File: config.mk
export PLATFORM = sky130hd
export DESIGN_NAME = linear_scan_priority_queue
export DESIGN_NICKNAME = d
export VERILOG_FILES = /design/src/lspq_pkg.sv /design/src/lspq_mem.sv /design/src/lspq_ctrl.sv /design/src/linear_scan_priority_queue.sv
export VERILOG_INCLUDE_DIRS = /design/src /design/src/src
export SDC_FILE = /design/constraint.sdc
export NUM_CORES = 1
export LEC_CHECK = 0
export BUFFER_PORTS_ARGS = -buffer_cell sky130_fd_sc_hd__buf_4
export CAP_MARGIN = 15
export CORE_ASPECT_RATIO = 1.1
export CORE_MARGIN = 2
export CORE_UTILIZATION = 40
export CTS_BUF_LIST = sky130_fd_sc_hd__clkbuf_2
export CTS_CLUSTER_DIAMETER = 40
export CTS_CLUSTER_SIZE = 30
export DETAILED_ROUTE_END_ITERATION = 6
export SETUP_SLACK_MARGIN = 0.02
export SLEW_MARGIN = 10
export SYNTH_ARGS = -nofsm -noshare
export SYNTH_HDL_FRONTEND = slang
export SYNTH_SLANG_ARGS = --single-unit
export TNS_END_PERCENT = 1
File: constraint.sdc
create_clock -name clk -period 6.3 [get_ports clk]
set_input_delay 0.315 -clock clk [delete_from_list [all_inputs] [get_ports clk]]
set_output_delay 0.315 -clock clk [all_outputs]
set_load 0.03 [all_outputs]
File: src/linear_scan_priority_queue_macros.svh
// assertion macros used by the rtl controller
`ifndef LINEAR_SCAN_PRIORITY_QUEUE_MACROS_SVH
`define LINEAR_SCAN_PRIORITY_QUEUE_MACROS_SVH

`ifndef SYNTH
`define LSPQ_ASSERT_NOW(label, ante, cons) \
  label: assert property (@(posedge clk) disable iff (!rst_n) (ante) |-> (cons)) \
    else $error("lspq assertion failed");
`define LSPQ_ASSERT_NXT(label, ante, cons) \
  label: assert property (@(posedge clk) disable iff (!rst_n) (ante) |=> (cons)) \
    else $error("lspq assertion failed");
`else
`define LSPQ_ASSERT_NOW(label, ante, cons)
`define LSPQ_ASSERT_NXT(label, ante, cons)
`endif

`endif

File: src/lspq_pkg.sv
`timescale 1ns / 1ps
`default_nettype none
package lspq_pkg;

  localparam int DEPTH_DEF = 16;
  localparam int PRIO_W    = 8;
  localparam int DATA_W    = 32;
  localparam int STATUS_W  = 2;

  localparam logic MODE_INSERT = 1'b0;
  localparam logic MODE_REMOVE = 1'b1;

  localparam logic [STATUS_W-1:0] STATUS_OK    = 2'd0;
  localparam logic [STATUS_W-1:0] STATUS_FULL  = 2'd1;
  localparam logic [STATUS_W-1:0] STATUS_EMPTY = 2'd2;

  typedef struct packed {
    logic [PRIO_W-1:0] prio;
    logic [DATA_W-1:0] data;
  } entry_t;

  typedef struct packed {
    logic wr_en;
    logic rd_en;
  } mem_ctl_t;

endpackage
`default_nettype wire

File: src/lspq_mem.sv
`timescale 1ns / 1ps
`default_nettype none
module lspq_mem
  import lspq_pkg::*;
#(
  parameter int DEPTH = DEPTH_DEF
) (
  input  wire logic                     clk,
  input  wire mem_ctl_t                 ctl,
  input  wire logic [$clog2(DEPTH)-1:0] waddr,
  input  wire entry_t                   wdata,
  input  wire logic [$clog2(DEPTH)-1:0] raddr,
  output entry_t                        rdata
);

  entry_t mem [DEPTH];
  entry_t rdata_r;

  always_ff @(posedge clk) begin
    if (ctl.wr_en) begin
      mem[waddr] <= wdata;
    end
  end

  always_ff @(posedge clk) begin
    if (ctl.rd_en) begin
      rdata_r <= mem[raddr];
    end
  end

  assign rdata = rdata_r;

endmodule
`default_nettype wire

File: src/lspq_ctrl.sv
`timescale 1ns / 1ps
`default_nettype none
`include "linear_scan_priority_queue_macros.svh"
module lspq_ctrl
  import lspq_pkg::*;
#(
  parameter int DEPTH = DEPTH_DEF
) (
  input  wire logic                     clk,
  input  wire logic                     rst_n,
  input  wire logic                     start,
  output logic                          busy,
  input  wire logic                     in_mode,
  input  wire logic [PRIO_W-1:0]        in_priority_req,
  input  wire logic signed [DATA_W-1:0] in_payload,
  output logic                          out_valid,
  output logic [STATUS_W-1:0]           out_status,
  output logic [PRIO_W-1:0]             out_priority,
  output logic signed [DATA_W-1:0]      out_payload,
  output mem_ctl_t                      mem_ctl,
  output logic [$clog2(DEPTH)-1:0]      mem_waddr,
  output entry_t                        mem_wdata,
  output logic [$clog2(DEPTH)-1:0]      mem_raddr,
  input  wire entry_t                   mem_rdata
);

  localparam int AW = $clog2(DEPTH);
  localparam int CW = $clog2(DEPTH + 1);

  localparam logic [1:0] S_IDLE = 2'd0;
  localparam logic [1:0] S_SCAN = 2'd1;
  localparam logic [1:0] S_MOVE = 2'd2;

  logic [1:0]          state_r, state_nxt;
  logic [CW-1:0]       count_r, count_nxt;
  logic [CW-1:0]       rd_idx_r, rd_idx_nxt;
  logic                chk_vld_r, chk_vld_nxt;
  logic [CW-1:0]       chk_idx_r, chk_idx_nxt;
  logic [AW-1:0]       best_idx_r, best_idx_nxt;
  entry_t              best_r, best_nxt;
  entry_t              last_r, last_nxt;
  logic                out_valid_r, out_valid_nxt;
  logic [STATUS_W-1:0] out_status_r, out_status_nxt;
  logic [PRIO_W-1:0]   out_prio_r, out_prio_nxt;
  logic [DATA_W-1:0]   out_data_r, out_data_nxt;

  always_comb begin
    state_nxt      = state_r;
    count_nxt      = count_r;
    rd_idx_nxt     = rd_idx_r;
    chk_vld_nxt    = 1'b0;
    chk_idx_nxt    = chk_idx_r;
    best_idx_nxt   = best_idx_r;
    best_nxt       = best_r;
    last_nxt       = last_r;
    out_valid_nxt  = 1'b0;
    out_status_nxt = out_status_r;
    out_prio_nxt   = out_prio_r;
    out_data_nxt   = out_data_r;
    mem_ctl        = '0;
    mem_waddr      = count_r[AW-1:0];
    mem_wdata      = '{prio: in_priority_req, data: in_payload};
    mem_raddr      = rd_idx_r[AW-1:0];

    unique case (state_r)
      S_IDLE: begin
        if (start) begin
          out_prio_nxt = '0;
          out_data_nxt = '0;
          if (in_mode == MODE_INSERT) begin
            out_valid_nxt = 1'b1;
            if (count_r == CW'(DEPTH)) begin
              out_status_nxt = STATUS_FULL;
            end else begin
              out_status_nxt = STATUS_OK;
              mem_ctl.wr_en  = 1'b1;
              count_nxt      = CW'(count_r + 1'b1);
            end
          end else if (count_r == '0) begin
            out_valid_nxt  = 1'b1;
            out_status_nxt = STATUS_EMPTY;
          end else begin
            state_nxt  = S_SCAN;
            rd_idx_nxt = '0;
          end
        end
      end
      S_SCAN: begin
        if (rd_idx_r < count_r) begin
          mem_ctl.rd_en = 1'b1;
          rd_idx_nxt    = CW'(rd_idx_r + 1'b1);
          chk_vld_nxt   = 1'b1;
          chk_idx_nxt   = rd_idx_r;
        end
        if (chk_vld_r) begin
          // strict compare keeps the lowest slot on a tie
          if (chk_idx_r == '0 || mem_rdata.prio > best_r.prio) begin
            best_nxt     = mem_rdata;
            best_idx_nxt = chk_idx_r[AW-1:0];
          end
          if (chk_idx_r == CW'(count_r - 1'b1)) begin
            last_nxt  = mem_rdata;
            state_nxt = S_MOVE;
          end
        end
      end
      S_MOVE: begin
        // last entry fills the freed slot
        mem_ctl.wr_en  = 1'b1;
        mem_waddr      = best_idx_r;
        mem_wdata      = last_r;
        count_nxt      = CW'(count_r - 1'b1);
        out_valid_nxt  = 1'b1;
        out_status_nxt = STATUS_OK;
        out_prio_nxt   = best_r.prio;
        out_data_nxt   = best_r.data;
        state_nxt      = S_IDLE;
      end
      default: begin
        state_nxt = S_IDLE;
      end
    endcase
  end

  always_ff @(posedge clk) begin
    if (!rst_n) begin
      state_r     <= S_IDLE;
      count_r     <= '0;
      rd_idx_r    <= '0;
      chk_vld_r   <= 1'b0;
      out_valid_r <= 1'b0;
    end else begin
      state_r     <= state_nxt;
      count_r     <= count_nxt;
      rd_idx_r    <= rd_idx_nxt;
      chk_vld_r   <= chk_vld_nxt;
      out_valid_r <= out_valid_nxt;
    end
  end

  always_ff @(posedge clk) begin
    chk_idx_r    <= chk_idx_nxt;
    best_idx_r   <= best_idx_nxt;
    best_r       <= best_nxt;
    last_r       <= last_nxt;
    out_status_r <= out_status_nxt;
    out_prio_r   <= out_prio_nxt;
    out_data_r   <= out_data_nxt;
  end

  assign busy         = (state_r != S_IDLE);
  assign out_valid    = out_valid_r;
  assign out_status   = out_status_r;
  assign out_priority = out_prio_r;
  assign out_payload  = out_data_r;

  `LSPQ_ASSERT_NOW(a_count_max, 1'b1, count_r <= CW'(DEPTH))
  `LSPQ_ASSERT_NXT(a_move_dec, state_r == S_MOVE, count_r == CW'($past(count_r) - 1'b1))
  `LSPQ_ASSERT_NOW(a_strobe_idle, out_valid_r, state_r == S_IDLE)
  `LSPQ_ASSERT_NOW(a_move_slot, state_r == S_MOVE, CW'(best_idx_r) < count_r)
  `LSPQ_ASSERT_NOW(a_scan_nonempty, state_r == S_SCAN, count_r != '0)

endmodule
`default_nettype wire

File: src/linear_scan_priority_queue.sv
// insert and remove on an empty queue: result strobe in the cycle after the transfer,
//   next transfer taken on the following edge
// remove: result strobe after the one-entry-per-cycle read port scan of all stored entries
//   plus the write-back of the last entry into the freed slot
// rst_n is synchronous and active low; it empties the queue, stores stay undefined
// the receiver cannot stall: out_valid is high for exactly one cycle per result
`timescale 1ns / 1ps
`default_nettype none
module linear_scan_priority_queue
  import lspq_pkg::*;
#(
  parameter int DEPTH = DEPTH_DEF
) (
  input  wire logic                     clk,
  input  wire logic                     rst_n,
  input  wire logic                     start,
  output logic                          busy,
  input  wire logic                     in_mode,
  input  wire logic [PRIO_W-1:0]        in_priority_req,
  input  wire logic signed [DATA_W-1:0] in_payload,
  output logic                          out_valid,
  output logic [STATUS_W-1:0]           out_status,
  output logic [PRIO_W-1:0]             out_priority,
  output logic signed [DATA_W-1:0]      out_payload
);

  localparam int AW = $clog2(DEPTH);

  mem_ctl_t      mem_ctl;
  logic [AW-1:0] mem_waddr;
  logic [AW-1:0] mem_raddr;
  entry_t        mem_wdata;
  entry_t        mem_rdata;

  lspq_ctrl #(
    .DEPTH(DEPTH)
  ) u_ctrl (
    .clk            (clk),
    .rst_n          (rst_n),
    .start          (start),
    .busy           (busy),
    .in_mode        (in_mode),
    .in_priority_req(in_priority_req),
    .in_payload     (in_payload),
    .out_valid      (out_valid),
    .out_status     (out_status),
    .out_priority   (out_priority),
    .out_payload    (out_payload),
    .mem_ctl        (mem_ctl),
    .mem_waddr      (mem_waddr),
    .mem_wdata      (mem_wdata),
    .mem_raddr      (mem_raddr),
    .mem_rdata      (mem_rdata)
  );

  lspq_mem #(
    .DEPTH(DEPTH)
  ) u_mem (
    .clk  (clk),
    .ctl  (mem_ctl),
    .waddr(mem_waddr),
    .wdata(mem_wdata),
    .raddr(mem_raddr),
    .rdata(mem_rdata)
  );

endmodule
`default_nettype wire

# == After elaboration in Yosys (flattened, before gate mapping) ==
# Memory sizes are Yosys's and may differ from the RTL's. A register that Yosys moved wholly into a read port is not among the register bits.
# Cells that the tools add are included.
# Widths: inputs -> output; s select.
# classes
addsub,3
n_lt_le_gt_ge,2
n_eq_ne,13
muxes,38
reduce_logical,15
# op_table
op,n
$pmux 32 s2,1
$mux 40,1
$mux 5,7
$mux 32,1
$pmux 5 s2,2
$mux 2,8
$pmux 8 s2,1
$mux 1,11
$add 5x1->5 const B,2
$logic_not 5->1,2
$ne 2x2->1 const B,5
$reduce_and 5->1,2
$reduce_and 3->1,3
$gt 8x8->1,1
$mux 8,1
$pmux 2 s2,2
$ne 2x1->1 const B,3
$reduce_bool 2->1,3
$eq 5x5->1,1
$eq 5x5->1 const B,1
$lt 5x5->1,1
$sub 5x1->5 const B,1
$mux 4,1
$pmux 1 s2,2
other kinds (7),8
# word_totals
reg_bits,145
mem_bits_rw,640
inputBits,44
out_inout_bits,44
word_cells,86
memories,1
# memory_table
name,depth,width,rd,rd_clocked_by_memory_dff,wr,line_no,source
u_mem.mem,16,40,1,1,1,lspq_mem.sv:16,entry_t mem [DEPTH];

# == Longest topological paths before layout ==
# depth
ltp_word,7
depth_mapped,8
depth_no_buf,7

# == Cells and area by module ==
# From an unflattened synthesis, not the netlist that was laid out.
# hier_totals
hier_cells,1511
hier_area_um2,31505.2
# by_module_without_submodules
mod,n_inst,cells_each,area_each_um2,seq_area_each_um2
lspq_mem,1,1040,25532.0,20419.6
lspq_ctrl,1,471,5973.2,4214.0

# == Worst setup path before layout ==
# No wires, ideal clock.
# synth_timing
path_type,register to register
startpoint,register u_ctrl.chk_idx_r[2]
endpoint,register u_ctrl.best_idx_r[0] (enable)
setup_time_ns,0.555
t_arrival_ns,5.329
required_ns,5.745
setup_slack_ns,0.416
path_stages_with_launch,5
path_buffers,0
period_less_slack_ns,5.884
path_cell_list,edfxtp_1 > or4_1 > nor2_1 > nor4b_1 > nor4_1
# synth_between
elab_chain_len,3
# synth_lines
item,line_no,source
from (decl),lspq_ctrl.sv:38,"logic [CW-1:0] chk_idx_r, chk_idx_nxt;"
from (signal assigned),lspq_ctrl.sv:142,chk_idx_r <= chk_idx_nxt;
$logic_not 5->1,lspq_ctrl.sv:97,if (chk_idx_r == '0 || mem_rdata.prio > best_r.prio) begin
$logic_or 1x1->1,lspq_ctrl.sv:97,
$reduce_and 3->1 (no source line),--,
to (signal assigned),lspq_ctrl.sv:143,best_idx_r <= best_idx_nxt;
to (decl),lspq_ctrl.sv:39,"logic [AW-1:0] best_idx_r, best_idx_nxt;"
# Every way passes these cells.
# A chain may end at the register's enable or synchronous reset.

# == Worst setup path in the final report ==
# layout_timing
startpoint,register u_ctrl.count_r[0]
endpoint,memory u_mem.mem[7][19] (netlist bit) (enable)
# layout_between
elab_chain_len,7
word_cells_on_any_way,8
classes_between,eq/ne: 1; mux: 7
# layout_lines
item,line_no,source
from (decl),lspq_ctrl.sv:35,"logic [CW-1:0] count_r, count_nxt;"
from (signal assigned),lspq_ctrl.sv:134,count_r <= count_nxt;
$eq 5x5->1,lspq_ctrl.sv:72,if (count_r == CW'(DEPTH)) begin
$mux 1,lspq_ctrl.sv:72,
$mux 1,lspq_ctrl.sv:70,if (in_mode == MODE_INSERT) begin
$mux 1,lspq_ctrl.sv:67,if (start) begin
$pmux 1 s2,lspq_ctrl.sv:65,unique case (state_r)
$mux 1,lspq_mem.sv:20,if (ctl.wr_en) begin
$mux 1 (not written as such),lspq_mem.sv:21,mem[waddr] <= wdata;
to (decl),lspq_mem.sv:16,
# Several ways; a longest one is shown, not always the timed one.

==> impl_metrics.toml <==
[worst_setup_path]
path_buf_inv = 2
cp_cell_sequence = "inv_1 -> ha_1 -> nor3b_1 -> a21oi_2 -> a32oi_1 -> nor2_4 -> buf_4"
arrival_ns = 4.60
crit_family = "simple AND/OR/NAND/NOR gates"
path_class = "reg2reg"
worstPathMaxFanout = 25
crit_path_end_kind = "register"
cpPeakStageDelay_ns = 1.01
ff2ff_path_depth = 7
cp.required_ns = 7.14
r2r_slack_ns = 2.55
timing.rr.start = "u_ctrl.count_r[0]"
startpoint_type = "register"
slowest_stage = "nor2_4"
rr_endpoint = "u_mem.mem[7][19]"

[sta]
hold_violations = 0
holdWs_ns = 0.246
fmaxAchievable_ghz = 0.266
fin_crit_ns = 3.75
relSlewSlack_pct = 22.9
finalCritPeriodShare_pct = 59.6
tns_ns = 0
setup-violations-final = 0
max_slew.worst_pin.slew_ns = 1.15
skew_ns = 0.125
timing.final.max_slew_violations = 0
rsz0062_at_grt = "no"

[clocking]
cts-resized-gates = 0
numClockSinks = 825
htreeDepth = 3
clock_latency_ns = 1.23
postCtsSetupBuffers = 0
clockBufferDepth = 3
cts_made_buffers = 102
cts_tree = "built"
clkTransAtPathRegs_ns = 0.21
cts_root_buf = "clkbuf_2"

[synthesis]
avgSynthCellArea_um2 = 22.2
synth_top_flop_cell = "edfxtp_1"
ys_warn_count = 0
post-synth-top-area-fraction_pct = 77.4
async_flop_share_pct = 0
syn-cell-area_mm2 = 0.0315
synth_edf_count = 811
ys_top_cells_by_area = "edfxtp_1 (77%), mux4_2 (11%), mux4_1 (4.4%)"
syn_inst = 1420
ys_types = 49
ys_ff_latch = 825
synth_sequential_area_ratio_pct = 78.3
synth_fp_nets = 1479
synth_area_leader_cell = "edfxtp_1"

[cells_and_area]
area_growth_pct = 12.3
final_layout_size_suffix_gt1_share_pct = 27.9
fillerInstances = 6595
multi_input_area_mm2 = 0.00653
nets = 1680
regArea_mm2 = 0.0246

[place]
portBuffers = 87
hpwlAfterDp_um = 36100
place_congestion = 0.739

[global_routing]
grt_usage_pct = 17.1
grt_max_degree = 79
grt_pass1_vias = 15400
overflow = 0
antenna_found_initial = 1
grt_pass1_wl_um = 101000

[power]
vdd_drop_max_uv = 125
cellPowerDensity_mw_per_mm2 = 269
p_total_mw = 9.52
leakage_nw = 11.2

[floorplan]
rows = 107
core_mm2 = 0.0776
fp.dieH_um = 298
die-area_mm2 = 0.0809
die_w_um = 271
io_pins = 88
start_util_pct = 40.5

[route]
drt_iter0_markers = 1110
antenna_left = 0
vias = 14600
viasPerCell = 5.33
drt-total-wl_um = 68100
drc = 0
dr.pass1.iters = 5
wl_per_cell_um = 24.9

[worst_hold_path]
worstHoldStart = "in_mode"
hp-class = "in2reg"
whs_endpoint = "u_ctrl.count_r[0]"
holdPathStages = 6

[outcome]
outcome = "finished, final reports clean"

[flow_run]
drv_cap = 0
## registers in the layout, indices dropped and copies added (netlist names)
signal	cells
u_mem.mem	640
u_ctrl.out_status	2
u_ctrl.best_idx_r	4
u_ctrl.chk_idx_r	5
u_ctrl.out_payload	32
u_ctrl.out_priority	8
u_ctrl.out_valid	1
u_ctrl.count_r	5
u_ctrl.state_r	2
u_ctrl.rd_idx_r	5
u_ctrl.last_r	40
u_mem.rdata	40
u_ctrl.chk_vld_r	1
u_ctrl.best_r	40
## worst max path at each step
stage,from,to,slack [ns],cells after the start
2_1_floorplan,u_ctrl.chk_idx_r[2],u_ctrl.best_idx_r[0],0.42,4
3_3_place_gp,u_ctrl.count_r[0],u_mem.mem[2][22],2.78,7
3_5_place_dp,u_ctrl.count_r[0],u_mem.mem[7][25],2.65,7
4_1_cts,u_ctrl.count_r[0],u_mem.mem[7][19],2.50,7
5_1_grt,u_ctrl.count_r[0],u_mem.mem[2][13],2.25,7
6_report,u_ctrl.count_r[0],u_mem.mem[7][19],2.55,7
## placed cells by master (no fill, tap or decap), types with 8 or more instances in the layout
cell           count
inv_6             12
bufinv_16         12
a31oi_1            9
nor2_4            18
clkbuf_2         115
inv_1             23
inv_8              8
mux4_1            53
clkinv_2          10
buf_4            115
edfxtp_1         811
nand2_1          121
mux4_2           147
nor3_1            13
and2_1            38
clkinv_4           9
dfxtp_1           11
nor2_1            12
dlygate4sd3_1     47
clkinvlp_4        12
ha_1              15
## kinds of logic (layout without fill, tap and decap cells)
| logic type | Yosys count | count (layout) | synth area share (%) |
|---|---|---|---|
| compound gates | 45 | 45 | 0.987 |
| other cells | 0 | 1 | 0 |
| xor+xnor | 9 | 9 | 0.251 |
| simple gates | 235 | 235 | 3.43 |
| flops | 825 | 825 | 78.3 |
| fa+ha+maj | 15 | 15 | 0.597 |
| buf+inv | 90 | 372 | 1.43 |
| mux | 201 | 201 | 15.0 |
## stage by stage
step	util, %	cell area, µm²	setup WS [ns]	cells
after CTS	45.5	35300	2.50	2737
after detailed placement	43.1	33400	2.65	2505
after floorplan	-	31500	0.416	1420
final	45.5	35300	2.55	2738
after global placement	43.1	33400	2.78	2505
after global routing	45.5	35300	2.25	2738
## where the power goes
group / leakage (nW) / internal [mW] / switching [mW] / total (mW)
combinational: 2.89 / 0.113 / 0.173 / 0.286
sequential: 7.47 / 6.05 / 0.0156 / 6.07
clock: 0.852 / 1.13 / 2.03 / 3.16
total: 11.2 / 7.30 / 2.22 / 9.52
## tightest hold or removal path, stage by stage
cell and delay, ns:
dlygate4sd3_1 0.53, buf_4 0.11, or3b_2 0.12, a21oi_2 0.08
o21ai_0 0.14, and3_1 0.15
## area by class of cell
type	count	area share, %
Multi-Input combinational cell	505	18.5
Clock inverter	70	2.34
Sequential cell	825	69.8
Antenna cell	1	0.00709
Timing Repair Buffer	163	3.83
Inverter	24	0.255
Clock buffer	115	1.63
Tap cell	1035	3.67
## repair_timing
action / in CTS / in global routing
endpoints found under the setup margin: 0 / 0
hold buffers: 47 / 0
hold endpoints to repair: 691 / 0
## metal layers
layer  GRT usage, %  vias to the layer above  wire length (µm)
met5              0                        -                 0
met4           5.06                        0              1340
met3           3.14                      100              3710
met2           28.2                      410             33800
met1           23.1                     7762             29200
li1               -                     6322                 -
## cell usage after synthesis (all sizes together) (2+ instances only)
master	instances
nand2b	4
o21a	3
ha	15
nand4	4
edfxtp	811
a32oi	5
nor3	13
or3b	2
nor2	30
o22ai	3
xor2	4
nor4	2
buf	34
nor3b	3
and3	2
nor2b	3
a211o	3
xnor2	5
and2	38
nand2	122
inv	23
a21oi	8
clkbuf	32
o21ai	5
o211ai	2
mux4	200
nand3	6
dfxtp	14
a31oi	9
or2	2
Power figures use the tool's default switching activity.
